<file path="config.mk">
export PLATFORM = sky130hd
export DESIGN_NAME = psm_div
export DESIGN_NICKNAME = d
export VERILOG_FILES = /design/src/rtl/psm_pkg.sv /design/src/rtl/psm_div.sv
export SDC_FILE = /design/constraint.sdc
export NUM_CORES = 1
export LEC_CHECK = 0
export ABC_AREA = 1
export BUFFER_PORTS_ARGS = -buffer_cell sky130_fd_sc_hd__buf_2
export CORE_ASPECT_RATIO = 0.7
export CORE_MARGIN = 3
export CORE_UTILIZATION = 35
export DETAILED_ROUTE_END_ITERATION = 10
export GPL_ROUTABILITY_DRIVEN = 0
export PLACE_DENSITY = 0.52
export SYNTH_ARGS = -nofsm -noshare
export SYNTH_HDL_FRONTEND = slang
export SYNTH_SLANG_ARGS = --single-unit
</file>
<file path="constraint.sdc">
create_clock -name clk -period 5.39 [get_ports clk]
set_input_delay 1.078 -clock clk [delete_from_list [all_inputs] [get_ports clk]]
set_output_delay 1.078 -clock clk [all_outputs]
set_load 0.01 [all_outputs]
</file>
<file path="src/rtl/psm_pkg.sv">
`timescale 1ns / 1ps
`default_nettype none
package psm_pkg;

  localparam int NUM_CHANNELS_DEF     = 4;
  localparam int SAMPLE_ADDR_BITS_DEF = 16;

  localparam int RATE_W = 17;
  localparam int POS_W  = 24;
  localparam int FLD_W  = 16;

  localparam logic [RATE_W-1:0] RATE_RESET = 17'd22050;

  typedef enum logic [2:0] {
    ACT_TICK     = 3'd0,
    ACT_WRITE    = 3'd1,
    ACT_PLAY     = 3'd2,
    ACT_STOP     = 3'd3,
    ACT_VOLUME   = 3'd4,
    ACT_STOP_ALL = 3'd5
  } action_t;

  typedef enum logic [3:0] {
    ST_IDLE,
    ST_DIV,
    ST_VOL_WB,
    ST_CH_RD,
    ST_CH_EVAL,
    ST_RD_B2,
    ST_MUL1,
    ST_MUL2,
    ST_SCALE,
    ST_ACCUM,
    ST_OUT
  } state_t;

  // one channel-memory word
  typedef struct packed {
    logic [7:0]       volume;
    logic [POS_W-1:0] position;
    logic [POS_W-1:0] step;
    logic [FLD_W-1:0] base;
    logic [FLD_W-1:0] length;
    logic [FLD_W-1:0] loop_start;
    logic [FLD_W-1:0] loop_length;
  } chan_rec_t;

endpackage
`default_nettype wire

</file>
<file path="src/rtl/psm_div.sv">
`timescale 1ns / 1ps
`default_nettype none
// restoring divider, one quotient bit per cycle
module psm_div (
  input  wire logic                        clk,
  input  wire logic                        rst,
  input  wire logic                        start,
  input  wire logic [psm_pkg::POS_W-1:0]   dividend,
  input  wire logic [psm_pkg::RATE_W-1:0]  divisor,
  output logic                             done,
  output logic [psm_pkg::POS_W-1:0]        quotient
);
  import psm_pkg::*;

  localparam int CNT_W = $clog2(POS_W);

  logic              busy;
  logic [CNT_W-1:0]  cnt;
  logic [RATE_W-1:0] rem;
  logic [RATE_W-1:0] dvs;
  logic [RATE_W:0]   trial;
  logic              qbit;

  always_comb begin
    trial = {rem, quotient[POS_W-1]};
    qbit  = (trial >= {1'b0, dvs});
  end

  always_ff @(posedge clk) begin
    if (rst) begin
      busy <= 1'b0;
      done <= 1'b0;
      cnt  <= '0;
    end else begin
      done <= 1'b0;
      if (start) begin
        busy     <= 1'b1;
        cnt      <= '0;
        rem      <= '0;
        quotient <= dividend;
        dvs      <= (divisor == '0) ? RATE_W'(1) : divisor;
      end else if (busy) begin
        rem      <= qbit ? RATE_W'(trial - {1'b0, dvs}) : trial[RATE_W-1:0];
        quotient <= {quotient[POS_W-2:0], qbit};
        cnt      <= cnt + CNT_W'(1);
        if (cnt == CNT_W'(POS_W - 1)) begin
          busy <= 1'b0;
          done <= 1'b1;
        end
      end
    end
  end
endmodule
`default_nettype wire
</file>
==> flow_metrics.env, run 1 <==
export IMPL_clockRootBuffer="clkbuf_16"
export IMPL_syn_nets=574
export IMPL_clock_path_buffers=2
export IMPL_critPathSlowestCell="o21ai_4"
export IMPL_syn_area_mm2=0.00404
export IMPL_synth_edff_count=58
export IMPL_io_pin_count=69
export IMPL_synth_seq_cells=65
export IMPL_multiInputGateArea_mm2=0.00177
export IMPL_clk_pin_slew_ps=50
export IMPL_hpwlAfterDp_um=7650
export IMPL_cp_arrival_ps=2710
export IMPL_first_global_vias=3040
export IMPL_io_buffers=68
export IMPL_cts_sinks=65
export IMPL_pre_cts_slack_ps=2330
export IMPL_hold_violations=0
export IMPL_outcome="finished, final reports clean"
export IMPL_diodes=0
export IMPL_drtIter0Drc=175
export IMPL_slew_headroom=0.278
export IMPL_slowest_delay_ps=840
export IMPL_swShare=0.309
export IMPL_synth_area_leaders="edfxtp_1 (43%), nand2_1 (18%), inv_1 (6.8%)"
export IMPL_slew_viol_final=0
export IMPL_synth_warnings=0
export IMPL_ant_nets=0
export IMPL_mostFrequentLayoutCell="nand2_1"
export IMPL_drcViolationCount=0
export IMPL_cp_start_kind="input pin"
export IMPL_worstMarginPinSlew_ps=1080
export IMPL_fill_cells=1168
export IMPL_cts_resized=0
export IMPL_areaGrowthSynthToFinish_pct=19.5
export IMPL_start_util=0.363
export IMPL_finalSetupViolCount=0
export IMPL_dp_cells=710
export IMPL_end_kind="flip-flop"
export IMPL_htreeDepth=3
export IMPL_insertion_delay_ps=330
export IMPL_clock_fmax_mhz=373
export IMPL_clkPwrFrac=0.361
export IMPL_ir_drop_mv=0.164
export IMPL_r2r_setup_slack_ps=2980
export IMPL_core_mm2=0.0111
export IMPL_cts_setup_buffers=0
export IMPL_p_seq_frac=0.377
export IMPL_die_h_um=95.9
export IMPL_grt_overflow_total=0
export IMPL_cts_made_buffers=9
export IMPL_antenna_found_initial=0
export IMPL_hold_path_class="flip-flop to flip-flop"
export IMPL_fin_cells=726
export IMPL_p_int_mw=1.18
export IMPL_fin_crit_ps=2680
export IMPL_crit_type="input pin to flip-flop"
export IMPL_fp_dieW_um=134
export IMPL_p_leak_nw=2.42
export IMPL_avgRoutedWirePerCell_um=13.4
export IMPL_grt_first_pass_wirelength_um=15500
export IMPL_cts_tree="built"
export IMPL_setup_ws_ps=2710
export IMPL_drive_above_1_share=0.195
export IMPL_yosys_most_used_dff="edfxtp_1"
export IMPL_layout_nets=631
export IMPL_ys_async_sr_fraction=0
export IMPL_hold_slack_ps=510
export IMPL_fin_skew_ps=9.50
export IMPL_yosysTopAreaCell="edfxtp_1"
export IMPL_cts_hold_buf=0
export IMPL_synth_top_area_frac=0.431
export IMPL_wl_um=9730
export IMPL_netlist_instances=511
export IMPL_pwr_share_comb=0.261
export IMPL_vias=3217
export IMPL_rsz0062_at_grt="false"
export IMPL_required_ps=5420
export IMPL_grtUsageTotal=0.157
export IMPL_period_share=0.498
export IMPL_first_pass_iters=4
export IMPL_dieArea_mm2=0.0129
export IMPL_ys_seq_area_frac=0.466
export IMPL_synth_area_per_cell_um2=7.91
export IMPL_rows=32
export IMPL_ys_types=35
export IMPL_ff_latch_area_mm2=0.00188
export IMPL_cp_max_fo=34
export IMPL_p_switching_mw=0.527
export IMPL_utilization=0.434
export IMPL_setup_tns_ps=0
export IMPL_via_per_inst=4.43
export IMPL_power_density_mw_per_mm2=353
export IMPL_mostFrequentLayoutCells="nand2_1 (197), inv_1 (73), buf_2 (68), edfxtp_1 (58), nor2_1 (41)"
export IMPL_maxCapViolCount=0
export IMPL_grt_max_degree=45
export IMPL_crit_chain="buf_2 > inv_2 > o21ai_4 > buf_4"
[flip-flops by register name, indices dropped and copies added (netlist names)]
signal and count:
dvs 17, rem 17, done 1, cnt 5, busy 1, quotient 24
[layer usage]
layer	routed length, um	vias to the layer above	share of wire	GRT usage
li1	-	1715	-	-
met1	5290	1456	0.54	0.244
met2	4000	39	0.41	0.216
met3	355	7	0.036	0.0371
met4	93	0	0.0096	0.0424
met5	0	-	0	0
[synthesized netlist by cell type, types with 2 or more instances]
master      n
nor2_2      3
nor3_1      7
edfxtp_1   58
nand3b_1    9
a21oi_1     8
inv_2       5
xor2_1      7
inv_1      73
nand3_2     4
ha_1       18
dfxtp_1     7
clkbuf_1   21
nor3b_1     2
nand3_1    19
nor2_1     41
nand4_1     4
nand2_1   197
nand2_2     5
nor4_1      5
buf_2       3
[worst paths after layout]
| check | start | to | cells after the start |
|---|---|---|---|
| max reg2reg | quotient[23] | rem[10] | 11 |
| min reg2reg | cnt[1] | cnt[1] | 2 |
| min | cnt[1] | cnt[1] | 2 |
| max | start | quotient[2] | 4 |
[critical path, delay by kind of cell]
family,cells,cell delay [ps]
buffers and inverters,3,780
AOI/OAI and AO/OA,1,840
[cells by family after synthesis]
logic type,synth area share
adders and majority gates,0.0607
buffers and inverters,0.0994
and+or+nand+nor,0.332
xor gates and xnor gates,0.0173
DFF,0.466
AOI/OAI and AO/OA,0.0248
[stage by stage]
step	power (mW)	instance area, um^2
final	1.71	4830
after global placement	1.10	4500
after floorplan	0.979	4040
after CTS	1.72	4830
after detailed placement	1.10	4500
after global routing	1.82	4830
[power groups by stage]
| stage | Sequential, mW | Combinational (mW) | Clock, mW |
|---|---|---|---|
| global placement | 0.654 | 0.441 | 0 |
| global route | 0.649 | 0.513 | 0.656 |
| CTS | 0.644 | 0.449 | 0.629 |
| detailed placement | 0.654 | 0.446 | 0 |
| finish | 0.644 | 0.446 | 0.617 |
| floorplan | 0.652 | 0.327 | 0 |
[layout make-up]
| cell class | instances | share of cell area |
|---|---|---|
| inverters | 78 | 0.0607 |
| multi-input cells | 343 | 0.366 |
| clock buffers | 14 | 0.0656 |
| well taps | 153 | 0.0397 |
| flip-flops and latches | 65 | 0.390 |
| clock inverters | 2 | 0.00285 |
| repair buffers | 71 | 0.0752 |
Note: power is estimated with default switching activity, not from simulation.
==> run 2, diff against run 1 <==
Settings changed: PLACE_DENSITY 0.52 to 0.54.
Clock period 5.39 ns to 2.42 ns, I/O delays scaled along.
==> flow_metrics.env, run 2 (same netlist as run 1, synthesis figures left out) <==
export IMPL_outcome="finished, final reports clean"
export IMPL_first_pass_iters=5
export IMPL_power_density_mw_per_mm2=778
export IMPL_finalSetupViolCount=0
export IMPL_cts_tree="built"
export IMPL_grtUsageTotal=0.155
export IMPL_cp_start_kind="flip-flop"
export IMPL_reg_top3="quotient: 24 flops, dvs: 17 flops, rem: 17 flops"
export IMPL_required_ps=2510
export IMPL_period_share=0.912
export IMPL_slew_headroom=0.703
export IMPL_hold_slack_ps=346
export IMPL_p_leak_nw=2.42
export IMPL_rows=32
export IMPL_fin_cells=728
export IMPL_htreeDepth=3
export IMPL_io_pin_count=69
export IMPL_insertion_delay_ps=330
export IMPL_antenna_found_initial=0
export IMPL_dp_cells=712
export IMPL_critPathSlowestCell="edfxtp_1"
export IMPL_vias=3259
export IMPL_post_route_cell_area_mm2=0.00483
export IMPL_r2r_setup_slack_ps=210
export IMPL_fin_skew_ps=4.86
export IMPL_dieArea_mm2=0.0129
export IMPL_ir_drop_mv=0.397
export IMPL_drcViolationCount=0
export IMPL_worstRegToRegCells=14
export IMPL_cp_max_fo=4
export IMPL_worstHoldStart="divisor[12]"
export IMPL_grt_max_degree=37
export IMPL_avgRoutedWirePerCell_um=13.2
export IMPL_clock_path_buffers=2
export IMPL_start_util=0.363
export IMPL_worstMarginPinSlew_ps=442
export IMPL_slew_viol_final=0
export IMPL_hpwlAfterDp_um=7240
export IMPL_pre_cts_slack_ps=132
export IMPL_areaGrowthSynthToFinish_pct=19.6
export IMPL_clock_fmax_mhz=453
export IMPL_cpMostUsedCell="nand2_1"
export IMPL_cp_arrival_ps=2300
export IMPL_grt_first_pass_wirelength_um=15700
export IMPL_clockRootBuffer="clkbuf_16"
export IMPL_hold_violations=0
export IMPL_maxCapViolCount=0
export IMPL_cts_sinks=65
export IMPL_largest_register="quotient"
export IMPL_grt_overflow_total=0
export IMPL_rsz0062_at_grt="false"
export IMPL_fin_crit_ps=2210
export IMPL_end_kind="flip-flop"
export IMPL_io_buffers=68
export IMPL_layout_nets=633
export IMPL_hold_path_class="input pin to flip-flop"
export IMPL_setup_ws_ps=213
export IMPL_via_per_inst=4.48
export IMPL_largest_reg_flops=24
export IMPL_first_global_vias=3127
export IMPL_core_mm2=0.0111
export IMPL_clk_pin_slew_ps=60
export IMPL_reg2reg_to="rem[16]"
export IMPL_ant_nets=0
export IMPL_utilization=0.434
export IMPL_diodes=0
export IMPL_crit_chain="inv_1 > ha_1 > inv_1 > fa_2 > nand3_1 > nand3_1 > nand2_1 > nand2_1 > nand2_1 > nand2_1 > nand2_1 > nand3_2 > nand2_1 > inv_1"
export IMPL_drtIter0Drc=151
export IMPL_setup_tns_ps=0
export IMPL_crit_type="flip-flop to flip-flop"
export IMPL_hold_depth=1
export IMPL_drive_above_1_share=0.200
export IMPL_mostFrequentLayoutCells="nand2_1 (197), inv_1 (73), buf_2 (68), edfxtp_1 (58), nor2_1 (41)"
export IMPL_mostFrequentLayoutCell="nand2_1"
export IMPL_place_area_mm2=0.00452
export IMPL_die_h_um=95.9
export IMPL_totalPowerFinal_mw=3.76
export IMPL_hold_path_end="dvs[12]"
export IMPL_wl_um=9640
export IMPL_cts_hold_buf=0
export IMPL_slowest_delay_ps=390
export IMPL_fp_dieW_um=134
export IMPL_r2r_start="quotient[23]"
export IMPL_cts_made_buffers=9
-- run 2: what timing repair did --
action | CTS | global route
buffers inserted | 0 | 0
resized for setup | 0 | 1
endpoints found under the hold margin | 0 | 0
setup endpoints to repair | 0 | 1
-- run 2: area by class of cell --
type,count,area [um^2]
clock inverters,6,67.6
inverters,78,293
fillers,1180,6300
well taps,153,191
clock buffers,10,239
flip-flops and latches,65,1880
multi-input cells,343,1770
repair buffers,73,390
-- run 2: worst max-delay path, delay by kind of cell (launching register included) --
kind | cells | cell delay [ps]
and+or+nand+nor | 9 | 820
adders and majority gates | 2 | 540
DFF | 1 | 390
buffers and inverters | 3 | 220
-- run 2: how the worst max path moves through the flow --
stage / startpoint / end / slack [ps] / cells past startpoint
final: quotient[23] / rem[16] / 210 / 14
after global routing: rem[10] / rem[3] / 20 / 10
after CTS: quotient[23] / rem[16] / 120 / 14
after detailed placement: quotient[23] / rem[16] / 130 / 14
after global placement: quotient[23] / rem[16] / 200 / 14
after floorplan: start / dvs[0] / 250 / 4
-- run 2: routing by layer --
| metal | share of wire | global-route usage | wire (um) | vias to the layer above |
|---|---|---|---|---|
| met5 | 0 | 0 | 0 | - |
| met4 | 0.0088 | 0.0415 | 85 | 0 |
| met3 | 0.055 | 0.0366 | 528 | 5 |
| met2 | 0.42 | 0.216 | 4010 | 76 |
| met1 | 0.52 | 0.237 | 5020 | 1463 |
| li1 | - | - | - | 1715 |
-- run 2: where the power goes --
part           internal [mW]  switching [mW]
logic                  0.363           0.639
registers               1.37          0.0589
clock network          0.827           0.506
total                   2.56            1.20
==> run 3, diff against run 2 <==
Settings changed: REMOVE_ABC_BUFFERS from default to 1.
==> flow_metrics.env, run 3 (same netlist as run 1, synthesis figures left out) <==
export IMPL_io_buffers=68
export IMPL_largest_reg_flops=24
export IMPL_clock_path_buffers=2
export IMPL_multiInputGateArea_mm2=0.00177
export IMPL_avgRoutedWirePerCell_um=13.0
export IMPL_outcome="finished, final reports clean"
export IMPL_fin_skew_ps=7.41
export IMPL_start_util=0.363
export IMPL_grt_max_degree=45
export IMPL_rsz0062_at_grt="false"
export IMPL_post_route_cell_area_mm2=0.00486
export IMPL_die_h_um=95.9
export IMPL_grt_first_pass_wirelength_um=15400
export IMPL_ir_drop_mv=0.369
export IMPL_diodes=0
export IMPL_slew_headroom=0.398
export IMPL_totalPowerFinal_mw=3.93
export IMPL_largest_register="quotient"
export IMPL_cts_resized=0
export IMPL_maxCapViolCount=0
export IMPL_grtUsageTotal=0.154
export IMPL_ant_nets=0
export IMPL_layout_nets=634
export IMPL_grt_overflow_total=0
export IMPL_cp_max_fo=16
export IMPL_cts_tree="built"
export IMPL_drive_above_1_share=0.200
export IMPL_end_kind="flip-flop"
export IMPL_core_mm2=0.0111
export IMPL_io_pin_count=69
export IMPL_dieArea_mm2=0.0129
export IMPL_first_pass_iters=5
export IMPL_cp_arrival_ps=2280
export IMPL_setup_tns_ps=0
export IMPL_reg_top3="quotient: 24 flops, dvs: 17 flops, rem: 17 flops"
export IMPL_cts_hold_buf=0
export IMPL_finalSetupViolCount=0
export IMPL_insertion_delay_ps=340
export IMPL_fin_crit_ps=2190
export IMPL_ff_latch_area_mm2=0.00188
export IMPL_clock_fmax_mhz=457
export IMPL_fill_cells=1156
export IMPL_utilization=0.437
export IMPL_drtIter0Drc=209
export IMPL_hold_violations=0
export IMPL_htreeDepth=3
export IMPL_hpwlAfterDp_um=7240
export IMPL_place_area_mm2=0.00452
export IMPL_cts_sinks=65
export IMPL_clockRootBuffer="clkbuf_16"
export IMPL_required_ps=2510
export IMPL_cp_start_kind="flip-flop"
export IMPL_vias=3257
export IMPL_via_per_inst=4.47
export IMPL_rows=32
export IMPL_first_global_vias=3074
export IMPL_worstMarginPinSlew_ps=899
export IMPL_fp_dieW_um=134
export IMPL_cts_setup_buffers=0
export IMPL_areaGrowthSynthToFinish_pct=20.4
export IMPL_mostFrequentLayoutCell="nand2_1"
export IMPL_period_share=0.905
export IMPL_crit_type="flip-flop to flip-flop"
export IMPL_hold_path_class="input pin to flip-flop"
export IMPL_slew_viol_final=0
export IMPL_p_leak_nw=2.44
export IMPL_drcViolationCount=0
export IMPL_power_density_mw_per_mm2=808
export IMPL_clk_pin_slew_ps=60
export IMPL_cts_made_buffers=9
export IMPL_antenna_found_initial=0
export IMPL_wl_um=9490
export IMPL_mostFrequentLayoutCells="nand2_1 (197), inv_1 (73), buf_2 (68), edfxtp_1 (58), nor2_1 (41)"
-- run 3: cell count changes in the layout (fill, tap and decap cells not counted) --
cell / previous run / this run
buf_4: 4 / 6
clkinv_1: 0 / 1
inv_6: 0 / 2
bufinv_16: 1 / 3
clkbuf_8: 1 / 0
buf_12: 1 / 0
clkinv_4: 2 / 0
clkinvlp_4: 2 / 0
-- run 3: path summary, 6_finish.rpt --
| path | slack [ps] | depth (start not counted) | start | endpoint |
|---|---|---|---|---|
| hold / removal | 340 | 1 | divisor[15] | dvs[15] |
| setup reg to reg | 230 | 10 | rem[1] | rem[10] |
| setup / recovery | 230 | 10 | rem[1] | rem[10] |
| hold reg to reg | 500 | 2 | cnt[1] | cnt[1] |
-- run 3: area by class of cell --
cell class / instances / area share
tap: 153 / 0.0394
sequential: 65 / 0.387
inverter: 78 / 0.0602
timing repair buffer: 74 / 0.0792
clock buffer: 9 / 0.0463
clock inverter: 7 / 0.0239
multi-input combinational: 343 / 0.364
-- run 3: layer usage --
layer,global-route usage,vias to the layer above,wire length (um)
met5,0,-,0
met4,0.0483,0,109
met3,0.0387,9,521
met2,0.237,78,4060
met1,0.216,1452,4800
li1,-,1718,-
-- run 3: critical path: stages, from the launching register on --
cell and delay (ps):
edfxtp_1 430, ha_1 430, nand2_1 70, nor2_1 170, nand3_2 130, nand3b_4 110, nand2_4 120, nand2_8 170
inv_2 110, nor2_1 140, nor2_1 70
-- run 3: metrics by stage --
stage                     hold slack, ps  instances  setup slack (ps)
after global routing                 329        729              32.2
after CTS                            324        729               164
after global placement               485        713               236
after floorplan                      470        486             -1730
final                                336        729               231
after detailed placement             499        713               199
-- run 3: power breakdown --
part / internal [mW] / switching (mW) / leakage (nW)
Clock: 1.01 / 0.503 / 0.168
Combinational: 0.361 / 0.634 / 1.65
Sequential: 1.37 / 0.0558 / 0.619
Total: 2.73 / 1.19 / 2.44
